$ cat config.mk
export PLATFORM = sky130hd
export DESIGN_NAME = ple_dp
export DESIGN_NICKNAME = d
export VERILOG_FILES = /design/src/rtl/ple_pkg.sv /design/src/rtl/ple_ram.sv /design/src/rtl/ple_dp.sv
export SDC_FILE = /design/constraint.sdc
export NUM_CORES = 1
export LEC_CHECK = 0
export ABC_CLOCK_PERIOD_IN_PS = 3840
export BUFFER_PORTS_ARGS = -buffer_cell sky130_fd_sc_hd__buf_2
export CAP_MARGIN = 20
export CELL_PAD_IN_SITES_DETAIL_PLACEMENT = 1
export CELL_PAD_IN_SITES_GLOBAL_PLACEMENT = 2
export CORE_MARGIN = 3
export CORE_UTILIZATION = 46
export DETAILED_ROUTE_END_ITERATION = 8
export PLACE_DENSITY = 0.9
export REMOVE_ABC_BUFFERS = 1
export SETUP_SLACK_MARGIN = 0.15
export SYNTH_ARGS = -nofsm -noshare
export SYNTH_HDL_FRONTEND = slang
export SYNTH_SLANG_ARGS = --single-unit
$ cat constraint.sdc
create_clock -name clk -period 3.84 [get_ports clk]
set_input_delay 0 -clock clk [delete_from_list [all_inputs] [get_ports clk]]
set_output_delay 0 -clock clk [all_outputs]
set_load 0.05 [all_outputs]
$ cat src/rtl/ple_pkg.sv
// ----------------------------------------------------------------------------
// ple_pkg: shared types and constants of the positional list engine
// Holds the item codes, the status codes, the controller states and the
// command and status bundles that pass between controller and datapath.
// ----------------------------------------------------------------------------
`timescale 1ns / 1ps

package ple_pkg;

	localparam int CAPACITY_DEF = 32;

	localparam int KIND_W     = 2;
	localparam int VALUE_W    = 32;
	localparam int POSITION_W = 6;
	localparam int STATUS_W   = 2;

	typedef enum logic [KIND_W-1:0] {
		KIND_INSERT   = 2'd0,
		KIND_DELETE   = 2'd1,
		KIND_TRAVERSE = 2'd2
	} kind_t;

	typedef enum logic [STATUS_W-1:0] {
		STAT_OK     = 2'd0,
		STAT_BADPOS = 2'd1,
		STAT_EMPTY  = 2'd2,
		STAT_FULL   = 2'd3
	} status_t;

	typedef enum logic [3:0] {
		S_IDLE,
		S_DECODE,
		S_INS_CHK,
		S_INS_WR,
		S_DEL_CHK,
		S_DEL_WR,
		S_TRV_RD,
		S_TRV_LD,
		S_RESP
	} state_t;

	typedef enum logic [2:0] {
		IDX_HOLD,
		IDX_LEN,
		IDX_POS,
		IDX_ZERO,
		IDX_INC,
		IDX_DEC
	} idx_op_t;

	typedef enum logic [1:0] {
		RD_NONE,
		RD_PREV,
		RD_NEXT,
		RD_CUR
	} rd_op_t;

	typedef enum logic [1:0] {
		WR_NONE,
		WR_SHIFT,
		WR_VALUE
	} wr_op_t;

	typedef enum logic [1:0] {
		LEN_HOLD,
		LEN_INC,
		LEN_DEC
	} len_op_t;

	typedef struct packed {
		logic    latch;
		idx_op_t idx_op;
		rd_op_t  rd_op;
		wr_op_t  wr_op;
		len_op_t len_op;
		logic    out_load;
		status_t out_status;
		logic    out_trav;
	} dp_cmd_t;

	typedef struct packed {
		logic [KIND_W-1:0] kind;
		logic              ins_full;
		logic              ins_bad;
		logic              del_empty;
		logic              del_bad;
		logic              len_zero;
		logic              ins_more;
		logic              del_more;
		logic              trav_last;
		logic              out_free;
	} dp_sts_t;

endpackage

$ cat src/rtl/ple_ram.sv
// ----------------------------------------------------------------------------
// ple_ram: generic single-clock RAM
// One write port and one read port with registered read data.
// ----------------------------------------------------------------------------
`timescale 1ns / 1ps

module ple_ram #(
	parameter int WIDTH = 32,
	parameter int DEPTH = 32
) (
	input  logic                     clk,
	input  logic                     we,
	input  logic [$clog2(DEPTH)-1:0] waddr,
	input  logic [WIDTH-1:0]         wdata,
	input  logic                     re,
	input  logic [$clog2(DEPTH)-1:0] raddr,
	output logic [WIDTH-1:0]         rdata
);
	logic [WIDTH-1:0] mem_q [DEPTH];
	logic [WIDTH-1:0] rdata_q;

	always_ff @(posedge clk) begin
		if (we) begin
			mem_q[waddr] <= wdata;
		end
		if (re) begin
			rdata_q <= mem_q[raddr];
		end
	end

	assign rdata = rdata_q;
endmodule

$ cat src/rtl/ple_dp.sv
// ----------------------------------------------------------------------------
// ple_dp: datapath of the positional list engine
// Request registers, list length, slot index, element store and the
// response register; raises the flags the controller branches on.
// ----------------------------------------------------------------------------
`timescale 1ns / 1ps

module ple_dp
	import ple_pkg::*;
#(
	parameter int CAPACITY = CAPACITY_DEF
) (
	input  logic                         clk,
	input  logic                         arst_n,
	input  dp_cmd_t                      cmd,
	output dp_sts_t                      sts,
	input  logic        [KIND_W-1:0]     in_kind,
	input  logic signed [VALUE_W-1:0]    in_value,
	input  logic        [POSITION_W-1:0] in_position,
	output logic                         out_valid,
	input  logic                         out_ready,
	output logic        [STATUS_W-1:0]   out_status,
	output logic signed [VALUE_W-1:0]    out_element,
	output logic                         out_last
);
	localparam int AW = $clog2(CAPACITY);
	localparam int LW = $clog2(CAPACITY + 1);
	localparam int CW = ((LW > POSITION_W) ? LW : POSITION_W) + 1;

	logic        [KIND_W-1:0]     kind_q;
	logic signed [VALUE_W-1:0]    value_q;
	logic        [POSITION_W-1:0] pos_q;
	logic        [LW-1:0]         len_q;
	logic        [AW-1:0]         idx_q;

	logic                         out_valid_q;
	logic        [STATUS_W-1:0]   out_status_q;
	logic signed [VALUE_W-1:0]    out_element_q;
	logic                         out_last_q;

	logic        [CW-1:0]         pos_ext, len_ext, idx_ext;
	logic                         ram_we, ram_re;
	logic        [AW-1:0]         ram_waddr, ram_raddr;
	logic        [VALUE_W-1:0]    ram_wdata, ram_rdata;

	assign pos_ext = CW'(pos_q);
	assign len_ext = CW'(len_q);
	assign idx_ext = CW'(idx_q);

	// capture the request
	always_ff @(posedge clk) begin
		if (cmd.latch) begin
			kind_q  <= in_kind;
			value_q <= in_value;
			pos_q   <= in_position;
		end
	end

	always_ff @(posedge clk or negedge arst_n) begin
		if (!arst_n) begin
			len_q <= '0;
		end else begin
			case (cmd.len_op)
				LEN_INC: len_q <= len_q + LW'(1);
				LEN_DEC: len_q <= len_q - LW'(1);
				default: len_q <= len_q;
			endcase
		end
	end

	always_ff @(posedge clk) begin
		case (cmd.idx_op)
			IDX_LEN:  idx_q <= AW'(len_q);
			IDX_POS:  idx_q <= AW'(pos_ext - CW'(1));
			IDX_ZERO: idx_q <= '0;
			IDX_INC:  idx_q <= idx_q + AW'(1);
			IDX_DEC:  idx_q <= idx_q - AW'(1);
			default:  idx_q <= idx_q;
		endcase
	end

	always_comb begin
		ram_re    = 1'b0;
		ram_raddr = idx_q;
		case (cmd.rd_op)
			RD_PREV: begin
				ram_re    = 1'b1;
				ram_raddr = idx_q - AW'(1);
			end
			RD_NEXT: begin
				ram_re    = 1'b1;
				ram_raddr = idx_q + AW'(1);
			end
			RD_CUR: begin
				ram_re    = 1'b1;
			end
			default: ;
		endcase
	end

	always_comb begin
		ram_we    = 1'b0;
		ram_waddr = idx_q;
		ram_wdata = ram_rdata;
		case (cmd.wr_op)
			WR_SHIFT: begin
				ram_we = 1'b1;
			end
			WR_VALUE: begin
				ram_we    = 1'b1;
				ram_waddr = AW'(pos_ext - CW'(1));
				ram_wdata = value_q;
			end
			default: ;
		endcase
	end

	ple_ram #(
		.WIDTH (VALUE_W),
		.DEPTH (CAPACITY)
	) u_store (
		.clk   (clk),
		.we    (ram_we),
		.waddr (ram_waddr),
		.wdata (ram_wdata),
		.re    (ram_re),
		.raddr (ram_raddr),
		.rdata (ram_rdata)
	);

	// response register
	always_ff @(posedge clk or negedge arst_n) begin
		if (!arst_n) begin
			out_valid_q <= 1'b0;
		end else if (cmd.out_load) begin
			out_valid_q <= 1'b1;
		end else if (out_ready) begin
			out_valid_q <= 1'b0;
		end
	end

	always_ff @(posedge clk) begin
		if (cmd.out_load) begin
			out_status_q  <= cmd.out_status;
			out_element_q <= cmd.out_trav ? ram_rdata : '0;
			out_last_q    <= cmd.out_trav ? sts.trav_last : 1'b1;
		end
	end

	assign out_valid   = out_valid_q;
	assign out_status  = out_status_q;
	assign out_element = out_element_q;
	assign out_last    = out_last_q;

	always_comb begin
		sts.kind      = kind_q;
		sts.ins_full  = len_ext >= CW'(CAPACITY);
		sts.ins_bad   = (pos_q == '0) || (pos_ext > len_ext + CW'(1));
		sts.del_empty = len_q == '0;
		sts.del_bad   = (pos_q == '0) || (pos_ext > len_ext);
		sts.len_zero  = len_q == '0;
		sts.ins_more  = idx_ext >= pos_ext;
		sts.del_more  = (idx_ext + CW'(1)) < len_ext;
		sts.trav_last = (idx_ext + CW'(1)) == len_ext;
		sts.out_free  = !out_valid_q || out_ready;
	end
endmodule

==> results of run 1 <==
[layout by cell type, fill, tap and decap left out, drive strengths merged, types with 8 or more instances in the layout]
| cell | n |
|---|---|
| ha | 38 |
| nor2 | 51 |
| bufinv | 11 |
| o22ai | 37 |
| clkinvlp | 8 |
| a211oi | 65 |
| edfxtp | 1136 |
| dlygate4sd3 | 73 |
| xnor2 | 16 |
| a21oi | 19 |
| mux4 | 64 |
| mux2 | 33 |
| nand2 | 664 |
| and3 | 66 |
| nand2b | 14 |
| buf | 213 |
| o21ai | 19 |
| nor3 | 39 |
| clkbuf | 144 |
| a311oi | 192 |
| and2 | 97 |
| inv | 29 |
| clkinv | 44 |
| nand3 | 136 |
| nor4 | 32 |
[Yosys cell counts (7+ instances only)]
cell / instances / area share (%)
ha_1: 38 / 1.0
nand2_1: 664 / 5.4
and2_1: 90 / 1.2
o22ai_1: 37 / 0.51
nor3_1: 39 / 0.43
and3_1: 66 / 0.90
a21o_1: 7 / 0.11
mux2_2: 33 / 0.81
dfrtp_1: 7 / 0.38
mux4_2: 64 / 3.1
o21ai_0: 19 / 0.21
nor2_1: 51 / 0.42
a21oi_1: 18 / 0.20
nand2b_1: 14 / 0.19
buf_2: 76 / 0.83
inv_1: 24 / 0.20
a311oi_2: 19 / 0.62
nor4_1: 26 / 0.36
buf_4: 15 / 0.25
clkbuf_1: 100 / 0.82
a311oi_1: 173 / 3.3
a211oi_1: 65 / 1.1
nand3_1: 135 / 1.5
xnor2_1: 16 / 0.31
nor2b_1: 7 / 0.096
edfxtp_1: 1136 / 74
and2_0: 7 / 0.096
[cell families after synthesis]
kind of cell | Yosys count | share of synthesized area, %
flops | 1143 | 74.9
xor+xnor | 20 | 0.383
buf+inv | 226 | 2.27
mux | 100 | 4.03
simple gates | 1117 | 11.0
compound gates | 357 | 6.37
fa+ha+maj | 39 | 1.08
[critical path, stage by stage, from the launching register on]
cell,delay (ns)
edfxtp_1,0.49
inv_1,0.13
ha_1,0.40
mux2i_2,0.34
a21o_4,0.34
buf_12,0.27
buf_4,0.35
nand2_1,0.09
and3_1,0.18
a311oi_2,0.28
a311oi_1,0.11
nor4_1,0.31
[metrics by stage]
step | setup slack (ns) | instance area (sq um) | setup TNS (ns) | cells
floorplan | -9.14 | 44800 | -290.33 | 2800
global placement | 0.514 | 48700 | 0 | 4295
detailed placement | 0.330 | 48700 | 0 | 4295
CTS | 0.264 | 53100 | 0 | 4580
global route | 0.113 | 53100 | 0 | 4585
finish | 0.321 | 53100 | 0 | 4585
[per-layer routing]
| metal | GRT usage, % | wire length, um | up-vias |
|---|---|---|---|
| met1 | 36.2 | 54800 | 14900 |
| met2 | 43.9 | 67200 | 1660 |
| met3 | 4.67 | 12300 | 378 |
| met4 | 12.0 | 6340 | 0 |
| met5 | 0 | 0 | - |
| li1 | - | - | 11900 |
[final timing paths]
kind                                              from                       endpoint  slack (ns)  cells past startpoint
max in group asynchronous                       arst_n           len_q[0]$_DFFE_PN0P_        3.26                      3
min reg2reg                u_store.rdata[15]$_DFFE_PP_  out_element[15]$_SDFFCE_PN0P_        0.55                      1
min                                        in_value[2]           value_q[2]$_DFFE_PP_        0.03                      2
max reg2reg                         idx_q[1]$_DFFE_PP_     u_store.rdata[0]$_DFFE_PP_        0.32                     11
min in group asynchronous                       arst_n           len_q[4]$_DFFE_PN0P_        0.30                      3
max                                 idx_q[1]$_DFFE_PP_     u_store.rdata[0]$_DFFE_PP_        0.32                     11
[flip-flops by register name (all words and copies together), names as in the netlist, 5 cells and up]
name and flops:
u_store.rdata 32, out_element 32, value_q 32, idx_q 5, len_q 6, u_store.mem_q 1024, pos_q 6
[timing repair]
| action | 4_1_cts | 5_1_grt |
|---|---|---|
| endpoints found under the setup margin | 0 | 7 |
| gates resized for setup | 0 | 1 |
| hold buffers | 73 | 0 |
| setup buffers | 0 | 5 |
| hold endpoints to repair | 99 | 0 |
[area by class of cell]
| type | count | area share, % |
|---|---|---|
| Clock buffer | 144 | 5.66 |
| Clock inverter | 68 | 1.25 |
| Inverter | 24 | 0.170 |
| Multi-Input combinational cell | 1633 | 20.3 |
| Sequential cell | 1143 | 64.6 |
| Tap cell | 1287 | 3.03 |
| Timing Repair Buffer | 286 | 5.03 |
[power by group through the flow]
stage	Sequential [mW]	Combinational (mW)	Clock, mW
after floorplan	16.6	5.21	0
after global placement	16.5	7.23	0
after detailed placement	16.6	7.73	0
after CTS	16.3	7.87	11.2
after global routing	16.4	8.59	11.7
final	16.3	7.99	11.0
==> flow_summary.toml, run 1 <==
[clock_network]
cts_tree = "built"
cts-root-buf = "clkbuf_16"
numCtsBuffers = 114
numClockSinks = 1143
clk_latency_ns = 0.70
clk_path_buf_depth = 3
clk_pin_slew_worst_paths_ns = 0.07
htreeDepth = 3

[layout]
nets = 3298
drive_gt1_share_pct = 16.6
fillerInstances = 9147
multi_input_area_sq_um = 10800
seqCellArea_sq_um = 34300
fin_util_pct = 53.9
num_antenna_cells = 0
areaGrowthSynthToFinish_pct = 16.0

[sta]
rsz0062_at_grt = "no"
hold_ws_ns = 0.0251
period_minus_slack_ns = 3.52
clock_skew_ns = 0.0235
tightest_slew_ns = 1.04
final_hold_viol_count = 0
slew_viol_final = 0
period_share_pct = 91.6
max_slew_margin_pct = 30.8
max_freq_ghz = 0.284
setup_viol = 0

[die]
die_h_um = 322
row_count = 115
core_sq_um = 98600
die_w_um = 322
io_pins = 104
dieArea_sq_um = 103000
initial_utilization_pct = 46.5

[drt]
routed_via_density = 6.29
wl_per_cell_um = 30.7
ant_nets = 0
drc = 0
vias = 28800
routed_wl_um = 141000
drt_iter0_drc = 3543
first_pass_iters = 5

[global_route]
grt_max_degree = 129
grt_overflow = 0
grt_pass1_vias = 30500
antenna_found_initial = 1
track_usage_pct = 27.1
grt_pass1_wl_um = 206000

[synthesis]
syn-cell-area_sq_um = 45800
synth-async-reset-ratio_pct = 0.612
synth_seq_cells = 1143
yosysWarnings = 0
synth_enable_flop_cells = 1136
avgSynthCellArea_sq_um = 15.3
syn_inst = 3002
synth_cell_types = 56
ys_seq_area_share_pct = 74.9
synthFlopType = "edfxtp_1"

[power]
combPwrFrac_pct = 22.6
p_total_mw = 35.4
clockPowerShare_pct = 31.2
power_density_nw_per_um2 = 666
swShare_pct = 30.7
internal_power_mw = 24.5
power_leakage_nw = 17.6
switchingPower_mw = 10.8
seqPwrFrac_pct = 46.2
ir_drop_mv = 0.421

[placement]
routabilityCongestion = 0.830
hpwl_um = 74000
io_buffers = 103

[outcome]
outcome = "completed"

[setup_path]
worstPathRequired_ns = 4.35
endpoint_kind = "register"
start_kind = "register"
crit_arrival_ns = 4.03
critPathKind = "reg -> reg"
cp_max_fo = 35

[min_path]
holdCritPathClass = "in -> reg"

[job]
drv_cap = 0
Note: power is estimated with default switching activity, not from simulation.
==> inputs of run 2 (changes only) <==
--- a/config.mk
+++ b/config.mk
@@ -5,8 +5,8 @@
 export SDC_FILE = /design/constraint.sdc
 export NUM_CORES = 1
 export LEC_CHECK = 0
-export ABC_CLOCK_PERIOD_IN_PS = 3840
-export BUFFER_PORTS_ARGS = -buffer_cell sky130_fd_sc_hd__buf_2
+export ABC_CLOCK_PERIOD_IN_PS = 4000
+export BUFFER_PORTS_ARGS = -buffer_cell sky130_fd_sc_hd__buf_4
 export CAP_MARGIN = 20
 export CELL_PAD_IN_SITES_DETAIL_PLACEMENT = 1
 export CELL_PAD_IN_SITES_GLOBAL_PLACEMENT = 2
==> constraint.sdc (replaced) <==
create_clock -name clk -period 4 [get_ports clk]
set_input_delay 0 -clock clk [delete_from_list [all_inputs] [get_ports clk]]
set_output_delay 0 -clock clk [all_outputs]
set_load 0.05 [all_outputs]
==> flow_summary.toml, run 2 (same netlist as run 1, synthesis figures left out) <==
[drt]
drc = 0
drt_iter0_drc = 3946
routed_wl_um = 139000
vias = 28700
ant_nets = 0
first_pass_iters = 6
routed_via_density = 6.26
wl_per_cell_um = 30.3

[sta]
max_freq_ghz = 0.265
max_slew_margin_pct = 27.0
final_hold_viol_count = 0
period_share_pct = 94.3
slew_viol_final = 0
period_minus_slack_ns = 3.77
setup_viol = 0
tightest_slew_ns = 1.09
clock_skew_ns = 0.0647
rsz0062_at_grt = "no"

[clock_network]
numClockSinks = 1143
clk_pin_slew_worst_paths_ns = 0.06
numCtsBuffers = 114
cts_tree = "built"
htreeDepth = 3
cts-root-buf = "clkbuf_16"
clk_path_buf_depth = 3
clk_latency_ns = 0.72

[setup_path]
crit_path_start = "idx_q[1]$_DFFE_PP_"
endpoint_kind = "register"
reg2reg_to = "u_store.rdata[3]$_DFFE_PP_"
worstPathRequired_ns = 4.42
cp_max_fo = 39
reg2reg_depth = 11
start_kind = "register"
r2r-start = "idx_q[1]$_DFFE_PP_"
critPathKind = "reg -> reg"
rrSetupSlack_ns = 0.23
crit_arrival_ns = 4.19

[global_route]
grt_max_degree = 119
grt_overflow = 0
track_usage_pct = 26.5
antenna_found_initial = 3
grt_pass1_wl_um = 201000
grt_pass1_vias = 30200

[layout]
layoutNonFillerInstCount = 4588
final_cell_mix = "edfxtp_1, nand2_1, a311oi_1, buf_4, nand3_1"
top_register = "u_store.mem_q"
nets = 3301
fillerInstances = 9133
drive_gt1_share_pct = 16.4
areaGrowthSynthToFinish_pct = 16.9
fin_area_sq_um = 53500
final_common_cell = "edfxtp_1"
num_antenna_cells = 0
largest_register_ff_count = 1024

[die]
dieArea_sq_um = 103000
initial_utilization_pct = 46.5
die_h_um = 322
core_sq_um = 98600
die_w_um = 322
io_pins = 104
row_count = 115

[power]
internal_power_mw = 23.7
switchingPower_mw = 10.5
combPwrFrac_pct = 22.7
swShare_pct = 30.6
power_leakage_nw = 17.8
seqPwrFrac_pct = 45.9
clockPowerShare_pct = 31.4
power_density_nw_per_um2 = 638
ir_drop_mv = 0.381

[min_path]
holdCritPathClass = "in -> reg"
hp-start = "in_value[8]"
min_to = "value_q[8]$_DFFE_PP_"
hold_depth = 2

[placement]
routabilityCongestion = 0.813
io_buffers = 103
placed_area_sq_um = 48900
hpwl_um = 72100
dp_cells = 4284

[outcome]
outcome = "completed"

[job]
drv_cap = 0
## run 2: changes by cell type in the layout (fill, tap and decap cells not counted), sizes merged
cell	previous run	this run
dlygate4sd3	73	86
buf	213	202
clkinvlp	8	5
inv	29	27
a21o	7	8
clkinv	44	54
clkbuf	144	138
bufinv	11	12
## run 2: layer usage
metal  global-route usage, %  vias to the layer above  routed length [um]
met1                    34.1                    14900               52000
met4                    10.3                        4                5740
met2                    45.3                     1568               69100
met3                    4.32                      333               11900
met5                       0                        -                  23
li1                        -                    11900                   -
## run 2: worst max path at each step
stage,endpoint,cells past startpoint
final,u_store.rdata[3]$_DFFE_PP_,11
after global routing,u_store.rdata[3]$_DFFE_PP_,11
after CTS,u_store.rdata[8]$_DFFE_PP_,10
after detailed placement,u_store.rdata[16]$_DFFE_PP_,10
after global placement,u_store.rdata[28]$_DFFE_PP_,10
after floorplan,u_store.rdata[11]$_DFFE_PP_,5
## run 2: power by group through the flow
stage	clock (mW)	sequential, mW	combinational [mW]
2_1_floorplan	0	15.9	5.00
3_3_place_gp	0	15.9	7.01
6_report	10.7	15.7	7.76
3_5_place_dp	0	15.9	7.51
5_1_grt	11.3	15.7	8.37
4_1_cts	10.9	15.7	7.67
## run 2: layout make-up
cell class	instances	area [sq um]	area share (%)
clock buffer	138	2990	5.58
sequential	1143	34300	64.0
tap	1287	1610	3.01
inverter	24	90.1	0.168
clock inverter	74	748	1.40
timing repair buffer	288	3030	5.66
multi-input combinational	1634	10800	20.1
## run 2: what timing repair did
action	4_1_cts	5_1_grt
setup endpoints to repair	0	3
hold buffers	86	0
setup buffers	0	5
gates resized for setup	0	2
hold endpoints to repair	138	0
## run 2: worst max-delay path, stage by stage (launching register included)
cell      delay [ns]
edfxtp_1        0.55
inv_1           0.16
ha_1            0.43
mux2i_4         0.51
a21oi_4         0.16
buf_12          0.26
buf_4           0.26
and2_1          0.19
a211oi_1        0.35
a311oi_1        0.11
nor3_1          0.40
nor4_1          0.11
## run 2: stage by stage
| stage | setup WS [ns] | power (mW) | util [%] | TNS [ns] | hold slack, ns |
|---|---|---|---|---|---|
| after floorplan | -8.98 | 20.9 | - | -285.21 | -0.296 |
| after global placement | 0.622 | 22.9 | 49.6 | 0 | -0.184 |
| after detailed placement | 0.410 | 23.4 | 49.6 | 0 | -0.181 |
| after CTS | 0.275 | 34.2 | 54.3 | 0 | 0.0226 |
| after global routing | 0.141 | 35.4 | 54.3 | 0 | 0.0506 |
| final | 0.229 | 34.2 | 54.3 | 0 | 0.0692 |
