## src/rtl/ple_pkg.sv

```systemverilog
// ----------------------------------------------------------------------------
// ple_pkg: shared types and constants of the positional list engine
// Holds the item codes, the status codes, the controller states and the
// command and status bundles that pass between controller and datapath.
// ----------------------------------------------------------------------------
`timescale 1ns / 1ps

package ple_pkg;

	localparam int CAPACITY_DEF = 32;

	localparam int KIND_W     = 2;
	localparam int VALUE_W    = 32;
	localparam int POSITION_W = 6;
	localparam int STATUS_W   = 2;

	typedef enum logic [KIND_W-1:0] {
		KIND_INSERT   = 2'd0,
		KIND_DELETE   = 2'd1,
		KIND_TRAVERSE = 2'd2
	} kind_t;

	typedef enum logic [STATUS_W-1:0] {
		STAT_OK     = 2'd0,
		STAT_BADPOS = 2'd1,
		STAT_EMPTY  = 2'd2,
		STAT_FULL   = 2'd3
	} status_t;

	typedef enum logic [3:0] {
		S_IDLE,
		S_DECODE,
		S_INS_CHK,
		S_INS_WR,
		S_DEL_CHK,
		S_DEL_WR,
		S_TRV_RD,
		S_TRV_LD,
		S_RESP
	} state_t;

	typedef enum logic [2:0] {
		IDX_HOLD,
		IDX_LEN,
		IDX_POS,
		IDX_ZERO,
		IDX_INC,
		IDX_DEC
	} idx_op_t;

	typedef enum logic [1:0] {
		RD_NONE,
		RD_PREV,
		RD_NEXT,
		RD_CUR
	} rd_op_t;

	typedef enum logic [1:0] {
		WR_NONE,
		WR_SHIFT,
		WR_VALUE
	} wr_op_t;

	typedef enum logic [1:0] {
		LEN_HOLD,
		LEN_INC,
		LEN_DEC
	} len_op_t;

	typedef struct packed {
		logic    latch;
		idx_op_t idx_op;
		rd_op_t  rd_op;
		wr_op_t  wr_op;
		len_op_t len_op;
		logic    out_load;
		status_t out_status;
		logic    out_trav;
	} dp_cmd_t;

	typedef struct packed {
		logic [KIND_W-1:0] kind;
		logic              ins_full;
		logic              ins_bad;
		logic              del_empty;
		logic              del_bad;
		logic              len_zero;
		logic              ins_more;
		logic              del_more;
		logic              trav_last;
		logic              out_free;
	} dp_sts_t;

endpackage

```

## src/rtl/ple_ctrl.sv

```systemverilog
// ----------------------------------------------------------------------------
// ple_ctrl: controller of the positional list engine
// Sequences decode, element shifts, traverse reads and responses.
// ----------------------------------------------------------------------------
`timescale 1ns / 1ps

module ple_ctrl
	import ple_pkg::*;
(
	input  logic    clk,
	input  logic    arst_n,
	input  logic    in_valid,
	output logic    in_ready,
	input  dp_sts_t sts,
	output dp_cmd_t cmd
);
	state_t  state_q, state_d;
	status_t resp_q, resp_d;

	always_ff @(posedge clk or negedge arst_n) begin
		if (!arst_n) begin
			state_q <= S_IDLE;
			resp_q  <= STAT_OK;
		end else begin
			state_q <= state_d;
			resp_q  <= resp_d;
		end
	end

	always_comb begin
		state_d        = state_q;
		resp_d         = resp_q;
		in_ready       = 1'b0;
		cmd.latch      = 1'b0;
		cmd.idx_op     = IDX_HOLD;
		cmd.rd_op      = RD_NONE;
		cmd.wr_op      = WR_NONE;
		cmd.len_op     = LEN_HOLD;
		cmd.out_load   = 1'b0;
		cmd.out_status = resp_q;
		cmd.out_trav   = 1'b0;

		case (state_q)
			S_IDLE: begin
				in_ready  = 1'b1;
				cmd.latch = in_valid;
				if (in_valid) begin
					state_d = S_DECODE;
				end
			end
			S_DECODE: begin
				case (sts.kind)
					KIND_INSERT: begin
						if (sts.ins_full) begin
							resp_d  = STAT_FULL;
							state_d = S_RESP;
						end else if (sts.ins_bad) begin
							resp_d  = STAT_BADPOS;
							state_d = S_RESP;
						end else begin
							cmd.idx_op = IDX_LEN;
							state_d    = S_INS_CHK;
						end
					end
					KIND_DELETE: begin
						if (sts.del_empty) begin
							resp_d  = STAT_EMPTY;
							state_d = S_RESP;
						end else if (sts.del_bad) begin
							resp_d  = STAT_BADPOS;
							state_d = S_RESP;
						end else begin
							cmd.idx_op = IDX_POS;
							state_d    = S_DEL_CHK;
						end
					end
					KIND_TRAVERSE: begin
						if (sts.len_zero) begin
							resp_d  = STAT_EMPTY;
							state_d = S_RESP;
						end else begin
							cmd.idx_op = IDX_ZERO;
							state_d    = S_TRV_RD;
						end
					end
					default: begin
						state_d = S_IDLE;
					end
				endcase
			end
			S_INS_CHK: begin
				if (sts.ins_more) begin
					cmd.rd_op = RD_PREV;
					state_d   = S_INS_WR;
				end else begin
					cmd.wr_op  = WR_VALUE;
					cmd.len_op = LEN_INC;
					resp_d     = STAT_OK;
					state_d    = S_RESP;
				end
			end
			S_INS_WR: begin
				cmd.wr_op  = WR_SHIFT;
				cmd.idx_op = IDX_DEC;
				state_d    = S_INS_CHK;
			end
			S_DEL_CHK: begin
				if (sts.del_more) begin
					cmd.rd_op = RD_NEXT;
					state_d   = S_DEL_WR;
				end else begin
					cmd.len_op = LEN_DEC;
					resp_d     = STAT_OK;
					state_d    = S_RESP;
				end
			end
			S_DEL_WR: begin
				cmd.wr_op  = WR_SHIFT;
				cmd.idx_op = IDX_INC;
				state_d    = S_DEL_CHK;
			end
			S_TRV_RD: begin
				// read only once the response register is sure to be free
				if (sts.out_free) begin
					cmd.rd_op = RD_CUR;
					state_d   = S_TRV_LD;
				end
			end
			S_TRV_LD: begin
				cmd.out_load   = 1'b1;
				cmd.out_status = STAT_OK;
				cmd.out_trav   = 1'b1;
				if (sts.trav_last) begin
					state_d = S_IDLE;
				end else begin
					cmd.idx_op = IDX_INC;
					state_d    = S_TRV_RD;
				end
			end
			S_RESP: begin
				if (sts.out_free) begin
					cmd.out_load = 1'b1;
					state_d      = S_IDLE;
				end
			end
			default: begin
				state_d = S_IDLE;
			end
		endcase
	end
endmodule

```

## config.mk

```make
export PLATFORM = sky130hd
export DESIGN_NAME = ple_ctrl
export DESIGN_NICKNAME = d
export VERILOG_FILES = /design/src/rtl/ple_pkg.sv /design/src/rtl/ple_ctrl.sv
export SDC_FILE = /design/constraint.sdc
export NUM_CORES = 1
export LEC_CHECK = 0
export BUFFER_PORTS_ARGS = -buffer_cell sky130_fd_sc_hd__clkbuf_2
export CAP_MARGIN = 20
export CORE_UTILIZATION = 46
export CTS_CLUSTER_DIAMETER = 80
export DETAILED_ROUTE_END_ITERATION = 6
export GPL_TIMING_DRIVEN = 0
export PLACE_DENSITY = 0.76
export SYNTH_ARGS = -nofsm -noshare
export SYNTH_HDL_FRONTEND = slang
export SYNTH_SLANG_ARGS = --single-unit
```

## constraint.sdc

```tcl
create_clock -name clk -period 1.9 [get_ports clk]
set_input_delay 0.095 -clock clk [delete_from_list [all_inputs] [get_ports clk]]
set_output_delay 0.095 -clock clk [all_outputs]
set_load 0.02 [all_outputs]
```

==> results.toml, run 1 <==
[outcome]
status = "finished, final reports clean"

[logic_synthesis]
postSynthNetCount = 103
synth-main-ff-cell = "dfrtp_1"
synth-seq-cells = 6
syn-mean-instance-area_um2 = 8.38
synth-seq-area-share = 0.216
synth_edf_count = 0
syn_area_um2 = 696
syn_inst = 83
yosysUniqueCellTypes = 37
synth-async-reset-ratio = 1.00
ys_warn_count = 0

[worst_setup_path]
crit_fanout = 4
cp_top_family = "flip-flops"
crit_path_end_kind = "output port"
crit_path_top_delay_cell = "dfrtp_1"
crit_start = "state_q[2]$_DFFE_PN0P_"
critPathBufInv = 1
r2r-start = "state_q[1]$_DFFE_PN0P_"
criticalPathCategory = "reg -> out"
crit_chain = "nor2_1 -> nand3b_1 -> a211oi_1 -> clkbuf_2"
cp-start-kind = "flip-flop"
max_stage_delay_ns = 0.45
cp_data_required_time_ns = 1.80
cp.arrival_ns = 1.66

[min_path]
hold_class = "in -> async"

[cells_and_area]
final_cell_mix = "29 x clkbuf_2, 8 x nor2_1, 6 x ha_1, 6 x dfrtp_1, 5 x inv_1"
final_common_cell = "clkbuf_2"
nNetsFinal = 137
diodes = 0
design_area_um2 = 888
final_layout_size_suffix_gt1_frac = 0.330
syn_to_final_growth_pct = 27.7

[cts]
cts_buffers = 3
post-cts-setup-buffer-count = 0
cts-root-buf = "clkbuf_4"
cts_tree = "done"
cts_buffer_depth = 2
htree_num_levels = 1
clkTransAtPathRegs_ns = 0.04
cts.sinks = 6
clock_latency_ns = 0.24

[sta]
rsz0062_at_grt = "false"
holdWs_ns = 0.222
fmax_ghz = 0.569
setup_viol = 0
final_hold_viol_count = 0
finalSetupTns_ns = 0
maxSlewHeadroom = 0.657
skew_ns = 0.00168
period_needed_ns = 1.76
tightest_slew_ns = 0.502
fin_crit_sh = 0.924
report.final.slew_viol_count = 0

[die]
die_y_um = 40.9
die_area_um2 = 1670
pin_count = 29
core_area_um2 = 1350
die_w_um = 40.9
start_util = 0.515
rows = 13

[detailed_routing]
vias_per_cell = 5.40
post_drt_wl_per_cell_um = 12.2
drt_iter0_markers = 15
wl_um = 1590
via_count = 702
post-route-drc-count = 0
drtPass1Iterations = 4
detail-route-antenna-nets = 0

[place]
portBuffers = 28
placed_cell_area_um2 = 855
gp_congestion = 0.836
dp_hpwl_um = 1360

[pwr]
power.density_nw_per_um2 = 1150
power.static_leakage_nw = 0.450
ir_drop_mv = 0.692

[grt]
grt_pass1_vias = 557
grt_max_degree = 11
grt_usage = 0.214
grt_pass1_wl_um = 2380
grt-ovfl-total = 0
antenna_found_initial = 0

[flow_run]
drv_cap = 0
## cells in the mapped netlist, types with 3 or more instances
cell / instances / share of area
nor2_1: 8 / 0.043
ha_1: 6 / 0.11
nand2b_1: 3 / 0.027
and2_1: 3 / 0.027
inv_1: 5 / 0.027
o21ai_0: 3 / 0.022
dfrtp_1: 6 / 0.22
a21oi_1: 3 / 0.022
nor2b_1: 3 / 0.027
a211oi_1: 4 / 0.043
nand2_1: 4 / 0.022
## final timing paths
path,end,slack (ns),depth (start not counted)
worst min register to register,resp_q[0]$_DFFE_PN0P_,0.48,1
max in group asynchronous,state_q[1]$_DFFE_PN0P_,1.53,2
min in group clk,state_q[1]$_DFFE_PN0P_,0.24,4
worst min-delay path,state_q[0]$_DFFE_PN0P_,0.22,2
worst max register to register,resp_q[1]$_DFFE_PN0P_,0.27,5
worst max-delay path,cmd[11],0.14,4
## timing repair
action	4_1_cts	5_1_grt
endpoints found under the setup margin	0	1
hold endpoints to repair	6	0
hold buffers	1	0
resized for setup	0	2
## area by class of cell
cell class | count | area (um2)
plain buffers | 4 | 25.0
clock buffers | 3 | 22.5
multi-input cells | 68 | 503
well taps | 15 | 18.8
fillers | 116 | 462
repair buffers | 29 | 150
inverters | 5 | 18.8
flip-flops and latches | 6 | 150
## power breakdown
group / total (mW) / switching (mW) / internal (mW)
Clock: 0.109 / 0.0383 / 0.0709
Sequential: 0.242 / 0.0606 / 0.181
Combinational: 0.674 / 0.396 / 0.278
## stage by stage
stage / std cells / power (mW) / util / setup slack (ns)
2_1_floorplan: 83 / 0.727 / - / 0.0670
3_3_place_gp: 126 / 0.897 / 0.633 / 0.126
3_5_place_dp: 126 / 0.910 / 0.633 / 0.125
4_1_cts: 130 / 1.03 / 0.657 / 0.0853
5_1_grt: 130 / 1.09 / 0.658 / 0.0286
6_report: 130 / 1.02 / 0.658 / 0.144
## sequential cells by signal, summed over array words and instances, names as in the netlist
| register | cells |
|---|---|
| state_q | 4 |
| resp_q | 2 |
## kinds of logic after synthesis
logic type               Yosys count  share of synthesized area
adder cells (fa/ha/maj)            6                      0.108
buffers and inverters              9                     0.0611
AO/OA/AOI/OAI                     21                      0.223
flip-flops                         6                      0.216
multiplexers                       5                     0.0935
AND/OR/NAND/NOR                   35                      0.286
XOR/XNOR                           1                     0.0126
## layer usage
layer	up-vias	GRT usage	share of wire
li1	369	-	-
met1	312	0.323	0.49
met2	21	0.336	0.47
met3	0	0	0.035
met4	0	0.0500	0
met5	-	0	0
No activity file was read; power rests on OpenSTA's default activity.
==> inputs of run 2 (changes only) <==
--- a/config.mk
+++ b/config.mk
@@ -12,6 +12,7 @@
 export DETAILED_ROUTE_END_ITERATION = 6
 export GPL_TIMING_DRIVEN = 0
 export PLACE_DENSITY = 0.76
+export RECOVER_POWER = 25
 export SYNTH_ARGS = -nofsm -noshare
 export SYNTH_HDL_FRONTEND = slang
 export SYNTH_SLANG_ARGS = --single-unit
==> results.toml, run 2 (synthesis gave the netlist of run 1 again) <==
[sta]
maxSlewHeadroom = 0.657
rsz0062_at_grt = "false"
holdWs_ns = 0.238
final_hold_viol_count = 0
setup_viol = 0
tightest_slew_ns = 0.502
fin_crit_sh = 0.925
report.final.slew_viol_count = 0
setup_ws_ns = 0.143
period_needed_ns = 1.76
finalSetupTns_ns = 0
skew_ns = 0.00167
fmax_ghz = 0.569

[worst_setup_path]
criticalPathCategory = "reg -> out"
crit_chain = "nor2_1 -> nand3b_1 -> a211oi_1 -> clkbuf_2"
cp.arrival_ns = 1.66
crit_path_end_kind = "output port"
crit_fanout = 4
critPathBufInv = 1
cp_top_family = "flip-flops"
crit_path_top_delay_cell = "dfrtp_1"
cp-start-kind = "flip-flop"
cp_data_required_time_ns = 1.80
max_stage_delay_ns = 0.45

[cts]
clkTransAtPathRegs_ns = 0.04
post-cts-setup-buffer-count = 0
clock_latency_ns = 0.24
cts-root-buf = "clkbuf_4"
cts.sinks = 6
cts_buffers = 3
cts_buffer_depth = 2
cts_tree = "done"
htree_num_levels = 1

[cells_and_area]
largest_registers = "state_q: 4 flops, resp_q: 2 flops"
num-fill-cells = 117
regMostFlops = "state_q"
diodes = 0
final_util = 0.657
syn_to_final_growth_pct = 27.5
multiInputGateArea_um2 = 503
nNetsFinal = 137
largest_reg_flops = 4
final_layout_size_suffix_gt1_frac = 0.322
final_cell_mix = "28 x clkbuf_2, 8 x nor2_1, 6 x ha_1, 6 x dfrtp_1, 5 x inv_1"
final_common_cell = "clkbuf_2"
regArea_um2 = 150

[grt]
grt_pass1_vias = 557
antenna_found_initial = 0
grt_pass1_wl_um = 2380
grt-ovfl-total = 0
grt_max_degree = 11
grt_usage = 0.214

[detailed_routing]
wl_met1_um = 796
post-route-drc-count = 0
wl_um = 1590
via_count = 703
vias_per_cell = 5.41
detail-route-antenna-nets = 0
drtPass1Iterations = 4
topRoutingLayerUsed = "met3"
route.met2.wl_um = 745
wl_met3_um = 49
drt_iter0_markers = 15
post_drt_wl_per_cell_um = 12.2

[die]
rows = 13
pin_count = 29
start_util = 0.515
core_area_um2 = 1350
die_area_um2 = 1670
die_w_um = 40.9
die_y_um = 40.9

[pwr]
power.static_leakage_nw = 0.447
power.density_nw_per_um2 = 1150
ir_drop_mv = 0.692
p_total_mw = 1.02

[min_path]
hold_class = "in -> reg"

[outcome]
status = "finished, final reports clean"

[place]
pre_cts_ws_ns = 0.125
portBuffers = 28
gp_congestion = 0.836
dp_hpwl_um = 1360

[flow_run]
drv_cap = 0
[run 2: cell types whose count changed in the layout (fill, tap and decap cells not counted)]
cell,previous run,this run
clkbuf_2,29,28
clkbuf_1,1,2
[run 2: power breakdown]
group	switching [mW]	total [mW]	internal (mW)	leakage, nW
Sequential	0.0606	0.242	0.181	0.0763
Combinational	0.396	0.673	0.277	0.356
Clock	0.0383	0.109	0.0709	0.0138
[run 2: path summary, 6_finish.rpt]
| kind | start | end | slack [ns] | cells after the start |
|---|---|---|---|---|
| max | state_q[2]$_DFFE_PN0P_ | cmd[11] | 0.14 | 4 |
| min | sts[1] | state_q[1]$_DFFE_PN0P_ | 0.24 | 4 |
| max reg2reg | state_q[1]$_DFFE_PN0P_ | resp_q[1]$_DFFE_PN0P_ | 0.27 | 5 |
| min reg2reg | resp_q[0]$_DFFE_PN0P_ | resp_q[0]$_DFFE_PN0P_ | 0.48 | 1 |
| max in group asynchronous | arst_n | state_q[1]$_DFFE_PN0P_ | 1.40 | 2 |
| min in group asynchronous | arst_n | state_q[0]$_DFFE_PN0P_ | 0.26 | 2 |
[run 2: layer usage]
metal / GRT usage / vias up
li1: - / 369
met1: 0.323 / 315
met2: 0.336 / 19
met3: 0 / 0
met4: 0.0500 / 0
met5: 0 / -
[run 2: metrics by stage]
stage / std cells / instance area [um2]
2_1_floorplan: 83 / 696
3_3_place_gp: 126 / 855
3_5_place_dp: 126 / 855
4_1_cts: 130 / 887
5_1_grt: 130 / 887
6_report: 130 / 887
[run 2: worst min-delay path, cell delays in order]
cell      delay, ns
clkbuf_2       0.11
nand2_1        0.05
nand3_1        0.08
o21bai_1       0.08
[run 2: what timing repair did]
| item | 4_1_cts | 5_1_grt |
|---|---|---|
| endpoints found under the hold margin | 6 | 0 |
| gates resized for setup | 0 | 2 |
| hold buffers | 1 | 0 |
| setup endpoints to repair | 0 | 1 |
[run 2: final cells by class]
| type | instances | area share |
|---|---|---|
| Multi-Input combinational cell | 68 | 0.567 |
| Sequential cell | 6 | 0.169 |
| Timing Repair Buffer | 29 | 0.168 |
| Buffer | 4 | 0.0282 |
| Clock buffer | 3 | 0.0254 |
| Inverter | 5 | 0.0212 |
| Tap cell | 15 | 0.0212 |
==> inputs of run 3 (changes only) <==
--- a/config.mk
+++ b/config.mk
@@ -5,13 +5,14 @@
 export SDC_FILE = /design/constraint.sdc
 export NUM_CORES = 1
 export LEC_CHECK = 0
-export BUFFER_PORTS_ARGS = -buffer_cell sky130_fd_sc_hd__clkbuf_2
 export CAP_MARGIN = 20
-export CORE_UTILIZATION = 46
+export CORE_AREA = 2 2 39 41
 export CTS_CLUSTER_DIAMETER = 80
 export DETAILED_ROUTE_END_ITERATION = 6
+export DIE_AREA = 0 0 41 43
+export DONT_BUFFER_PORTS = 1
 export GPL_TIMING_DRIVEN = 0
-export PLACE_DENSITY = 0.76
+export PLACE_DENSITY = 0.66
 export RECOVER_POWER = 25
 export SYNTH_ARGS = -nofsm -noshare
 export SYNTH_HDL_FRONTEND = slang
==> results.toml, run 3 (synthesis gave the netlist of run 1 again) <==
[grt]
antenna_found_initial = 0
grt-ovfl-total = 0
grt_pass1_wl_um = 2470
grt_pass1_vias = 570
grt_max_degree = 11
grt_usage = 0.200

[place]
dp_hpwl_um = 1230
pre_cts_ws_ns = -0.0634
gp_congestion = 0.762
portBuffers = 0

[sta]
final_hold_viol_count = 0
finalSetupTns_ns = 0
period_needed_ns = 1.78
rsz0062_at_grt = "false"
setup_viol = 0
maxSlewHeadroom = 0.593
fin_crit_sh = 0.935
setup_ws_ns = 0.124
skew_ns = 0.00298
fmax_ghz = 0.563
report.final.slew_viol_count = 0
holdWs_ns = 0.0505
tightest_slew_ns = 0.596

[detailed_routing]
vias_per_cell = 6.32
drtPass1Iterations = 4
post-route-drc-count = 0
post_drt_wl_per_cell_um = 15.3
via_count = 651
drt_iter0_markers = 8
wl_um = 1570
detail-route-antenna-nets = 0

[die]
die_area_um2 = 1760
rows = 14
start_util = 0.503
core_area_um2 = 1380
die_y_um = 43
pin_count = 29
die_w_um = 41

[min_path]
min_path_cells = 2
hold_class = "in -> reg"

[flow_run]
drv_cap = 0

[cts]
post-cts-setup-buffer-count = 0
cts_tree = "done"
clkTransAtPathRegs_ns = 0.05
cts.sinks = 6
cts-root-buf = "clkbuf_4"
cts_buffer_depth = 2
clock_latency_ns = 0.25
htree_num_levels = 1
cts_buffers = 3

[cells_and_area]
regMostFlops = "state_q"
regArea_um2 = 150
largest_registers = "state_q: 4 flops, resp_q: 2 flops"
syn_to_final_growth_pct = 13.8
largest_reg_flops = 4
final_cell_mix = "8 x nor2_1, 6 x ha_1, 6 x dfrtp_1"
final_util = 0.572
num-fill-cells = 123
final_common_cell = "nor2_1"
multiInputGateArea_um2 = 544
nNetsFinal = 109
final_layout_size_suffix_gt1_frac = 0.184
diodes = 0

[pwr]
power.density_nw_per_um2 = 1270
p_total_mw = 1.01
power.static_leakage_nw = 0.345
ir_drop_mv = 0.758

[worst_setup_path]
rrSetupSlack_ns = 0.23
r2r.worst_path.cells = 4
crit_fanout = 8
criticalPathCategory = "reg -> out"
cp_data_required_time_ns = 1.80
cp-start-kind = "flip-flop"
crit_path_end_kind = "output port"
cp.arrival_ns = 1.68

[outcome]
status = "finished, final reports clean"
-- run 3: cell types whose count changed in the layout (fill, tap and decap cells not counted), sizes merged --
cell / delta
clkbuf: -28
-- run 3: final timing paths --
| check | end | start |
|---|---|---|
| worst min register to register | resp_q[1]$_DFFE_PN0P_ | resp_q[1]$_DFFE_PN0P_ |
| max in group asynchronous | state_q[2]$_DFFE_PN0P_ | arst_n |
| worst min-delay path | state_q[1]$_DFFE_PN0P_ | sts[3] |
| min in group asynchronous | resp_q[0]$_DFFE_PN0P_ | arst_n |
| worst max-delay path | cmd[11] | state_q[3]$_DFFE_PN0P_ |
| worst max register to register | resp_q[1]$_DFFE_PN0P_ | state_q[3]$_DFFE_PN0P_ |
-- run 3: report_power, final --
group	switching (mW)	internal [mW]	leakage [nW]
clock	0.0472	0.0715	0.0138
combinational	0.391	0.246	0.255
sequential	0.0707	0.181	0.0763
-- run 3: routing by layer --
| layer | vias up | routed length [um] | GRT usage |
|---|---|---|---|
| met4 | 0 | 8 | 0.0400 |
| met5 | - | 0 | 0 |
| met2 | 27 | 768 | 0.319 |
| met3 | 2 | 115 | 0.0471 |
| met1 | 306 | 680 | 0.268 |
| li1 | 316 | - | - |
-- run 3: cell type report --
cell class / count / area share
clock buffer: 3 / 0.0284
tap: 16 / 0.0253
timing repair buffer: 1 / 0.0126
buffer: 4 / 0.0332
multi-input combinational: 68 / 0.687
inverter: 5 / 0.0237
sequential: 6 / 0.190
-- run 3: stage by stage --
step / instances / area, um2
3_3_place_gp: 99 / 716
4_1_cts: 103 / 772
5_1_grt: 103 / 792
3_5_place_dp: 99 / 716
6_report: 103 / 792
2_1_floorplan: 83 / 696
-- run 3: critical path, stage by stage (launching register included) --
cell and delay, ns:
dfrtp_1 0.50, nor2_1 0.24, nand3b_1 0.19, a211oi_2 0.51
-- run 3: timing repair --
| action | 4_1_cts | 5_1_grt |
|---|---|---|
| gates resized for setup | 5 | 6 |
| endpoints found under the hold margin | 6 | 0 |
| pin swaps | 0 | 0 |
| endpoints found under the setup margin | 4 | 3 |
| hold buffers | 1 | 0 |
